[src/rtl/crmt_pkg.sv]
// ----------------------------------------------------------------------------
// crmt_pkg: shared types and constants for the connection rule match table
// Command codes, match kinds, status codes and controller/datapath structs.
// ----------------------------------------------------------------------------
package crmt_pkg;

  localparam int TableDepthDef = 256;

  typedef enum logic [1:0] {
    CMD_LOOKUP = 2'd0,
    CMD_ADD    = 2'd1,
    CMD_REMOVE = 2'd2,
    CMD_CLEAR  = 2'd3
  } cmd_t;

  typedef enum logic [2:0] {
    KIND_LPORT = 3'd0,
    KIND_RPORT = 3'd1,
    KIND_LADDR = 3'd2,
    KIND_RADDR = 3'd3,
    KIND_FULL  = 3'd4,
    KIND_RANGE = 3'd5,
    KIND_PROTO = 3'd6,
    KIND_NONE  = 3'd7
  } kind_t;

  localparam logic [1:0] STAT_OK      = 2'd0;
  localparam logic [1:0] STAT_FULL    = 2'd1;
  localparam logic [1:0] STAT_NONE_RM = 2'd2;

  localparam logic [1:0] CFG_RANGE_LOW  = 2'd0;
  localparam logic [1:0] CFG_RANGE_HIGH = 2'd1;
  localparam logic [1:0] CFG_SINGLE     = 2'd2;

  // controller -> datapath
  typedef struct packed {
    logic load;      // capture input transaction
    logic scan_rd;   // issue memory read at scan index
    logic scan_eval; // evaluate registered read data
    logic scan_inc;  // advance scan index
    logic do_add;    // write rule at captured free slot
    logic do_clear;  // drop all valid marks
    logic rm_check;  // sample removal count for status
  } dp_cmd_t;

  // datapath -> controller
  typedef struct packed {
    logic [1:0] cmd;
    logic       special;
    logic       hit;
    logic       scan_last;
    logic       full;
  } dp_stat_t;

endpackage

[src/rtl/crmt_ctrl.sv]
// ----------------------------------------------------------------------------
// crmt_ctrl: command sequencer
// Accepts a transaction, runs the scan or update, then presents the result.
// ----------------------------------------------------------------------------
module crmt_ctrl (
  input  logic                clk,
  input  logic                rst_n,
  input  logic                in_valid,
  output logic                in_ready,
  output logic                out_valid,
  input  logic                out_ready,
  output logic                hit,
  output crmt_pkg::dp_cmd_t   cmd,
  input  crmt_pkg::dp_stat_t  stat
);
  typedef enum logic [6:0] {
    S_IDLE  = 7'b0000001,
    S_DISP  = 7'b0000010,
    S_SCAN  = 7'b0000100,
    S_DRAIN = 7'b0001000,
    S_EVAL  = 7'b0010000,
    S_FIN   = 7'b0100000,
    S_OUT   = 7'b1000000
  } state_t;

  state_t state_r, state_nxt;
  logic   hit_r, hit_nxt;
  logic   early_r, early_nxt; // set once the first scan read is issued; enables evaluation

  always_comb begin
    state_nxt = state_r;
    hit_nxt   = hit_r;
    early_nxt = early_r;
    cmd       = '0;
    in_ready  = (state_r == S_IDLE);
    out_valid = (state_r == S_OUT);
    case (state_r)
      S_IDLE: if (in_valid) begin
        cmd.load  = 1'b1;
        state_nxt = S_DISP;
      end
      S_DISP: begin
        hit_nxt = 1'b0;
        case (crmt_pkg::cmd_t'(stat.cmd))
          crmt_pkg::CMD_LOOKUP: if (stat.special) begin
            hit_nxt   = 1'b1;
            state_nxt = S_OUT;
          end else state_nxt = S_SCAN;
          crmt_pkg::CMD_ADD:    state_nxt = stat.full ? S_FIN : S_SCAN;
          crmt_pkg::CMD_REMOVE: state_nxt = S_SCAN;
          crmt_pkg::CMD_CLEAR: begin
            cmd.do_clear = 1'b1;
            state_nxt    = S_OUT;
          end
          default: state_nxt = S_OUT;
        endcase
      end
      S_SCAN: begin
        cmd.scan_rd  = 1'b1;
        cmd.scan_inc = 1'b1;
        if (!early_r) begin
          // evaluation of each entry happens in the cycle after its read
        end
        state_nxt = stat.scan_last ? S_DRAIN : S_SCAN;
      end
      default: ;
    endcase
    // evaluation of previously read entry runs during S_SCAN after the first read
    if (state_r == S_SCAN && early_r) cmd.scan_eval = 1'b1;
    if (state_r == S_SCAN) early_nxt = 1'b1;
    case (state_r)
      S_DRAIN: begin
        cmd.scan_eval = 1'b1;
        state_nxt     = S_EVAL;
      end
      S_EVAL: begin
        early_nxt = 1'b0;
        case (crmt_pkg::cmd_t'(stat.cmd))
          crmt_pkg::CMD_LOOKUP: hit_nxt = stat.hit;
          crmt_pkg::CMD_REMOVE: cmd.rm_check = 1'b1;
          default: ;
        endcase
        state_nxt = (crmt_pkg::cmd_t'(stat.cmd) == crmt_pkg::CMD_ADD) ? S_FIN : S_OUT;
      end
      S_FIN: begin
        cmd.do_add = 1'b1;
        state_nxt  = S_OUT;
      end
      S_OUT: if (out_ready) state_nxt = S_IDLE;
      default: ;
    endcase
  end

  always_ff @(posedge clk) begin
    if (!rst_n) begin
      state_r <= S_IDLE;
      hit_r   <= 1'b0;
      early_r <= 1'b0;
    end else begin
      state_r <= state_nxt;
      hit_r   <= hit_nxt;
      early_r <= early_nxt;
    end
  end

  assign hit = hit_r;
endmodule

[config.mk]
export PLATFORM = sky130hd
export DESIGN_NAME = crmt_ctrl
export DESIGN_NICKNAME = d
export VERILOG_FILES = /design/src/rtl/crmt_pkg.sv /design/src/rtl/crmt_ctrl.sv
export SDC_FILE = /design/constraint.sdc
export NUM_CORES = 1
export LEC_CHECK = 0
export ABC_AREA = 1
export BUFFER_PORTS_ARGS = -buffer_cell sky130_fd_sc_hd__buf_2
export CORE_ASPECT_RATIO = 0.8
export CORE_MARGIN = 8
export CORE_UTILIZATION = 30
export CTS_CLUSTER_SIZE = 16
export DETAILED_ROUTE_END_ITERATION = 16
export GPL_TIMING_DRIVEN = 0
export SETUP_SLACK_MARGIN = 0.2
export SKIP_CTS_REPAIR_TIMING = 1
export SLEW_MARGIN = 20
export SYNTH_ARGS = -nofsm -noshare
export SYNTH_HDL_FRONTEND = slang
export SYNTH_SLANG_ARGS = --single-unit
[constraint.sdc]
create_clock -name clk -period 1.5 [get_ports clk]
set_clock_uncertainty 0.1 [all_clocks]
set_input_delay 0.075 -clock clk [delete_from_list [all_inputs] [get_ports clk]]
set_output_delay 0.075 -clock clk [all_outputs]
set_load 0.005 [all_outputs]
; After elaboration in Yosys (flattened, before gate mapping)
; Index checks and enable logic that the tools add are counted.
[op_classes]
addsub = 0
multipliers = 0
div_mod_pow = 0
order_cmp = 0
eq_ne = 10
shift = 0
muxes = 24
bitwise = 1
reduce_logical = 3
[op_table]
columns = operator, count
row1 = 7-bit case mux with 4 select lines, 2
row2 = 7-bit two-way mux, 4
row3 = 7-bit case mux with 3 select lines, 1
row4 = 1-bit two-way mux, 15
row5 = "7-bit by 1-bit equality test with 1-bit output, second input constant", 1
row6 = "7-bit by 2-bit equality test with 1-bit output, second input constant", 1
row7 = "7-bit by 3-bit equality test with 1-bit output, second input constant", 1
row8 = "7-bit by 4-bit equality test with 1-bit output, second input constant", 1
row9 = "7-bit by 5-bit equality test with 1-bit output, second input constant", 1
row10 = "7-bit by 6-bit equality test with 1-bit output, second input constant", 1
row11 = "7-bit equality test, second input constant", 1
row12 = 6-bit two-way mux, 1
row13 = "2-bit equality test, second input constant", 2
row14 = 4-bit two-way mux, 1
row15 = "2-bit by 1-bit equality test with 1-bit output, second input constant", 1
row16 = 2-bit logical NOT, 1
row17 = 2-bit OR reduction, 1
row18 = 1-bit logical AND, 1
row19 = 1-bit inverter, 1
[totals]
regBits = 9
latchBits = 0
ram_bits = 0
mem_bits_ro = 0
input_bits = 10
output_inout_bits = 10
mem_count = 0

; Longest topological paths before layout
; Gate-level depths: netlist (run 1).
[depth]
word_depth = 5
mapped_depth = 9
depth_no_buf = 9

; Least setup slack after synthesis (run 1)
; OpenSTA, ideal clock, no wires.
[synth_path]
path_type = register -> register
from = register state_r[4]
to = register state_r[6]
setup_time_ns = 0.113
t_arrival_ns = 0.999
required_ns = 1.287
slack_ns = 0.288
stages_incl_launch_ff = 9
path_buffers = 0
synth_period_minus_slack_ns = 1.212
path_cell_list = dfxtp_1 nor2_1 nand2_2 nor2_1 nor2_4 nand2_2 nand2_1 nand3_1 nand2_1
[synth_between]
elab_chain_cells = 4
[synth_rtl]
columns = element, line_no
row1 = "start, declared", crmt_ctrl.sv:26  ; state_t state_r, state_nxt;
row2 = "start signal, assigned", crmt_ctrl.sv:100  ; state_r <= state_nxt;
row3 = 7-bit by 3-bit equality test with 1-bit output (tied with other cells), crmt_ctrl.sv:37  ; case (state_r)
row4 = 7-bit case mux with 3 select lines, crmt_ctrl.sv:37
row5 = 7-bit two-way mux, crmt_ctrl.sv:89  ; S_OUT: if (out_ready) state_nxt = S_IDLE;
row6 = 7-bit case mux with 4 select lines *, crmt_ctrl.sv:71  ; case (state_r)
; Mark *: on every way between the ends. The rest lies on a longest branch, timed or not.
; A chain may end at the register's enable or synchronous reset.

==> impl_results.md, run 1 <==
* Status: finished clean
* Hold Path Stages at 5
* Worst-Margin Slew at between 200 and 300 ps
* CP required at 1320 ps
* Fin crit share at 0.9648
* CTS tree: built
* Startpoint Class: flip-flop
* Die Height at 59.76 um
* Gpl congestion at between 0.9 and 1
* N_diodes at 0
* Fin. Hold Viols at 0
* Max clock buf depth at 2
* HP Start: in_valid
* Synthesized area at ~720 um2
* Initial Util at 0.3040
* Die X at 70.71 um
* Seq/Total Area, Yosys at 0.2509
* Clk sinks at 9
* Core Rows at 16
* Crit path max-delay cell type: dfxtp_4
* Antenna violations before repair at 0
* RR Endpoint: state_r[6]
* Drt initial violations at 39
* Cell taking the most area after synthesis: dfxtp_1
* CP top delay family: simple AND/OR/NAND/NOR gates
* Most frequent cells in the layout: nand2_1, buf_2, inv_1, nor2_4, nor2_1
* Pin count of the biggest net entering global routing at 7
* CP bufs+invs at 3
* Synthesis-to-layout area growth at 48.08%
* Synth cell types at 20
* Largest cells by area after synthesis: dfxtp_1, nand2_1, nor2_4, inv_1, nor2_1
* Worst Hold Class: in2reg
* Post-DP HPWL at 1.521 mm
* Htree depth at 1
* # setup viols final at 0
* Final net count at 160
* Clk root buf: clkbuf_4
* Biggest cell delay along the critical path at roughly 350 ps
* RSZ-0062 raised after global routing: yes
* Routed vias at 830
* Core area at 0.002362 mm2
* Slew HR at 0.8324
* Finished Core Util at 0.4502
* Nature of the critical path endpoint: output pin
* Reg2Reg Depth at 9
* FMAX at 691.0 MHz
* Flop-to-flop setup slack at 80 ps
* Crit Path Max Fanout at 5
* First-pass GRT wire length at 3.132 mm
* IO Port Bufs at 19
* Syn Inst Count at 114
* WHS Endpoint: state_r[1]
* Die ar. at 0.004225 mm2
* Yosys warnings at 0
* Clk_lat worst skew at 270 ps
* Number of global-route vias before repair at 713
* Setup TNS at 0 ps
* Initial DRT Pass Iterations at 4
* Total wire length at 2.107 mm
* Antenna viol nets, final at 0
* Synth Register Bits at 9
* Pwr Density at 644.6 mW/mm2
* Per-cell routed wire length at 11.97 um
* Post-Synthesis Net Count at 124
* Arrival time at the worst endpoint at 1270 ps
* Commonest non-fill, non-tap cell in the layout: nand2_1
* VDD IR max at between 200 and 300 uV
* Mapped Avg Cell Area at 6.300 um2
* Worst r2r src: state_r[1]
* GR Overflow Total at 0
* Synth top area share at 0.2509
* Via/cell ratio at between 4 and 5
* Static Leak at between 0.5 and 0.6 nW
* Layout cells sized above 1 at 0.5034
* Crit path time final at 1447 ps
* Drt drc at 0
* Slew Limit Fails at 0
* Gr usage total at 0.09400
* Worst-path clk slew at roughly 70 ps
* Max cap viols at 0
* Inserted Clock Buffers at 3
* Critical path cell sequence: inv_2, nand2_2, nor2_4, nand4_1, inv_1, buf_2
* Kind of critical path: reg2out
* Ports at 20
==> worst register-to-register path: stages (launching register included) <==
cell,delay [ps]
dfxtp_4,370
nor2_4,140
buf_4,140
nand2_4,70
nor2_4,170
nor2_4,70
nand2_2,80
nand2_1,60
nand3_1,70
nand2_1,50
==> final cells by class <==
class	count	area (um2)
clock buffer	4	26.28
tap	27	33.78
fill	258	1299
inverter	20	80.08
sequential	9	198.9
buffer	1	7.507
timing repair buffer	31	195.2
multi-input combinational	84	521.8
==> flip-flops by register name, summed over array words and instances (netlist names) <==
register / count
hit: 1
early_r: 1
state_r: 7
==> routing by layer <==
| layer | vias to the layer above | track usage | part of all wire |
|---|---|---|---|
| li1 | 430 | - | - |
| met1 | 387 | 0.1075 | 0.43 |
| met2 | 8 | 0.1542 | 0.52 |
| met3 | 5 | 0.04355 | 0.039 |
| met4 | 0 | 0.02655 | 0.010 |
| met5 | - | 0 | 0 |
==> worst max-delay path by stage <==
stage,start,endpoint,slack (ps),depth (start not counted)
global route,state_r[5],cmd[6],-50,6
CTS,state_r[0],cmd[0],-40,6
detailed placement,state_r[4],state_r[6],150,8
floorplan,state_r[4],state_r[6],290,8
finish,state_r[4],cmd[6],50,6
global placement,state_r[2],state_r[6],150,8
==> synth_stat cells <==
master,instances
a211oi_2,1
a21oi_1,3
a21oi_2,1
buf_4,1
dfxtp_1,9
inv_1,16
inv_2,4
nand2_1,24
nand2_2,3
nand2_4,2
nand3_1,10
nand3_2,2
nand4_1,1
nor2_1,16
nor2_2,5
nor2_4,6
nor3_1,2
o211ai_1,1
o21ai_0,5
o21ai_1,2
==> stage by stage <==
stage	total power, mW	area [um2]	std cells	hold slack, ps	setup slack [ps]
global placement	0.4261	847.1	160	224.3	153.9
floorplan	0.3776	718.2	114	73.64	288.1
CTS	0.6342	873.3	164	-49.58	-38.91
global route	0.7324	1064	176	152.4	-48.68
detailed placement	0.4295	847.1	160	245.9	147.0
finish	0.6855	1064	176	136.4	52.82
==> cells by family (layout without fill, tap and decap cells) <==
kind of cell	after synthesis	count (layout)	share of synthesized area
compound gates	13	13	0.1097
buf+inv	21	56	0.1150
flops	9	9	0.2509
simple gates	71	71	0.5244
==> report_power, final <==
part	total, mW	internal [mW]	leakage (nW)	switching, mW
registers	0.269	0.250	0.0769	0.0188
clock network	0.200	0.103	0.0150	0.0974
logic	0.216	0.0946	0.435	0.122
total	0.686	0.447	0.527	0.238
Note: power is estimated with default switching activity, not from simulation.
==> run 2, diff against run 1 <==
--- a/config.mk
+++ b/config.mk
@@ -5,7 +5,7 @@
 export SDC_FILE = /design/constraint.sdc
 export NUM_CORES = 1
 export LEC_CHECK = 0
-export ABC_AREA = 1
+export ABC_AREA = 0
 export BUFFER_PORTS_ARGS = -buffer_cell sky130_fd_sc_hd__buf_2
 export CORE_ASPECT_RATIO = 0.8
 export CORE_MARGIN = 8
==> run 2 against run 1 <==
Net effect:
- the flow now finishes with violations (setup timing)
- cell area fell by 0.82%
- core utilization grew 4.7 points
- clock power increased by 3%
- die area fell by 5.5%
- non-clock buffer count rose by 11
- hold slack lost 130 ps
- register-to-register slack got worse by 320 ps
- final cell count fell by 17%
- first-iteration DRC count fell by 79%
- critical endpoint unchanged
- highest routed layer unchanged
==> impl_results.md, run 2 <==
* Status: complete, but fails checks
* Violated checks: setup timing
* Synth top area share at 0.2707
* Worst-path clk slew at 70 ps
* Largest register FFs at 7
* Arrival time at the worst endpoint at around 1700 ps
* Most frequent cells in the layout: buf_2, buf_4, nand2_1
* EDFF count, synth at 0
* Core Rows at 15
* Largest cells by area after synthesis: dfxtp_1, nor4_4, nand2_1, a21oi_1, nand2b_1
* Synthesized area at 665.6 um2
* Antenna viol nets, final at 0
* First-pass GRT wire length at 2.849 mm
* Worst Hold Class: in2reg
* Kind of critical path: reg2out
* CTS tree: built
* Fin. Hold Viols at 0
* Crit path time final at 1877 ps
* Combinational share of power at 0.298
* Per-cell routed wire length at between 10 and 15 um
* Max clock buf depth at 2
* Clk root buf: clkbuf_4
* NetSw at ~200 uW
* Power, Total at 663.1 uW
* Post-DP HPWL at between 1 and 1.5 mm
* Prevailing post-synth register cell: dfxtp_1
* Gpl congestion at slightly above 0.8
* Die Height at approximately 58 um
* Clock power share at 0.312
* Initial Util at 0.3139
* Antenna violations before repair at 0
* Biggest cell delay along the critical path at 550 ps
* Synth Register Bits at 9
* Biggest register: state_r
* Final setup slack of the worst path at -377.1 ps
* Crit path max-delay cell type: or4_4
* Cell taking the most area after synthesis: dfxtp_1
* VDD IR max at approximately 520 uV
* GR Overflow Total at 0
* Switching share of power at 0.3087
* RSZ-0062 raised after global routing: yes
* HP Start: in_valid
* Commonest non-fill, non-tap cell in the layout: buf_2
* Drt initial violations at 8
* Static Leak at 0.4864 nW
* Ports at 20
* Final net count at 132
* Total wire length at 1.928 mm
* Yosys warnings at 0
* Via/cell ratio at 4.986
* Worst-Margin Slew at 371.8 ps
* Die ar. at 0.003992 mm2
* Post-route cell area at between 0.001 and 0.0015 mm2
* Worst Setup SP: state_r[3]
* Pint at 458.4 uW
* CP required at approximately 1300 ps
* Seq pwr share at 0.390
* # setup viols final at 14
* Clk_lat worst skew at around 270 ps
* Gr usage total at 0.09066
* Layout cells sized above 1 at 0.5620
* FMAX at 532.7 MHz
* Htree depth at 1
* Routed vias at 728
* Worst r2r src: state_r[3]
* Syn Inst Count at 81
* Initial DRT Pass Iterations at 2
* Drt drc at 0
* Die X at 68.67 um
* Synth cell types at 38
* Core area at 0.002121 mm2
* Slew Limit Fails at 0
* Post-synth ARST share at 0
* Clk sinks at 9
* N_diodes at 0
* Inserted Clock Buffers at 3
* Seq/Total Area, Yosys at 0.2707
* Pwr Density at 628.6 mW/mm2
* Synth cell count leaders: dfxtp_1, nand2_1, nor2_1, a21oi_1
* Nature of the critical path endpoint: output pin
* Critical path cell sequence: buf_6, or4_4, nor4_4, and2_1, buf_2
* Startpoint Class: flip-flop
* IO Port Bufs at 19
* Max cap viols at 0
* Number of global-route vias before repair at 650
* Placed Instance Area at 822.0 um2
* Slew HR at 0.7503
* Mapped Avg Cell Area at 8.218 um2
* Crit Path Max Fanout at 5
* Synthesis-to-layout area growth at 58.46%
* Fin crit share at 1.251
* Pin count of the biggest net entering global routing at 11
* Post-Synthesis Net Count at 91
[run 2: changes by cell type in the layout (fill, tap and decap cells not counted), moves of 4 or more]
cell and delta:
nand3_1 -10, inv_1 -12, nand2b_1 +4, buf_4 +8, buf_6 +5, inv_2 -5
nand2_1 -13, nor2_2 -5, nand2_2 -4, nor2_4 -9, nor2_1 -6
[run 2: cell families (layout without fill, tap and decap cells)]
family / count (synthesis) / count (layout) / share of synthesized area
mux: 1 / 1 / 0.01504
buf+inv: 8 / 48 / 0.06766
xor+xnor: 1 / 1 / 0.01316
flops: 9 / 9 / 0.2707
compound gates: 19 / 19 / 0.1936
simple gates: 43 / 43 / 0.4398
[run 2: worst max-delay path, delay by kind of cell, from the launching register on]
kind,cells,cell delay (ps)
buffers and inverters,2,220
AND/OR/NAND/NOR,3,840
flip-flops,1,350
[run 2: power by group through the flow]
stage / Sequential (mW) / Clock, mW / Combinational, mW
final: 0.259 / 0.207 / 0.198
after global routing: 0.260 / 0.225 / 0.215
after CTS: 0.256 / 0.207 / 0.146
after detailed placement: 0.262 / 0 / 0.145
after global placement: 0.261 / 0 / 0.144
after floorplan: 0.260 / 0 / 0.101
[run 2: metal layers]
layer	track usage	share of wire	vias up
li1	-	-	381
met1	0.1056	0.47	330
met2	0.1457	0.46	15
met3	0.04423	0.064	2
met4	0.01749	0.0073	0
met5	0	0	-
[run 2: path summary, 6_finish.rpt]
kind	endpoint	slack (ps)	cells past startpoint
setup / recovery	cmd[6]	-380	5
hold reg to reg	early_r	410	1
hold / removal	state_r[0]	8	3
setup reg to reg	state_r[0]	-240	6
[run 2: cell type report]
type | instances | area [um2]
fill | 217 | 1066
multi-input combinational | 64 | 501.7
timing repair buffer | 36 | 235.2
sequential | 9 | 187.7
buffer | 7 | 68.82
tap | 25 | 31.28
clock buffer | 4 | 26.28
inverter | 1 | 3.754
[run 2: stage by stage]
stage            util  TNS, ps  hold WS, ps  setup WS (ps)  instances
2_1_floorplan       -   -64.93        73.18         -47.23         81
3_3_place_gp   0.3876   -771.5        235.2         -174.3        125
3_5_place_dp   0.3876   -823.7        241.3         -168.3        125
4_1_cts        0.4000    -2969       -44.20         -401.4        129
5_1_grt        0.4973    -3958       -8.838         -450.4        146
6_report       0.4973    -2557        8.226         -377.1        146
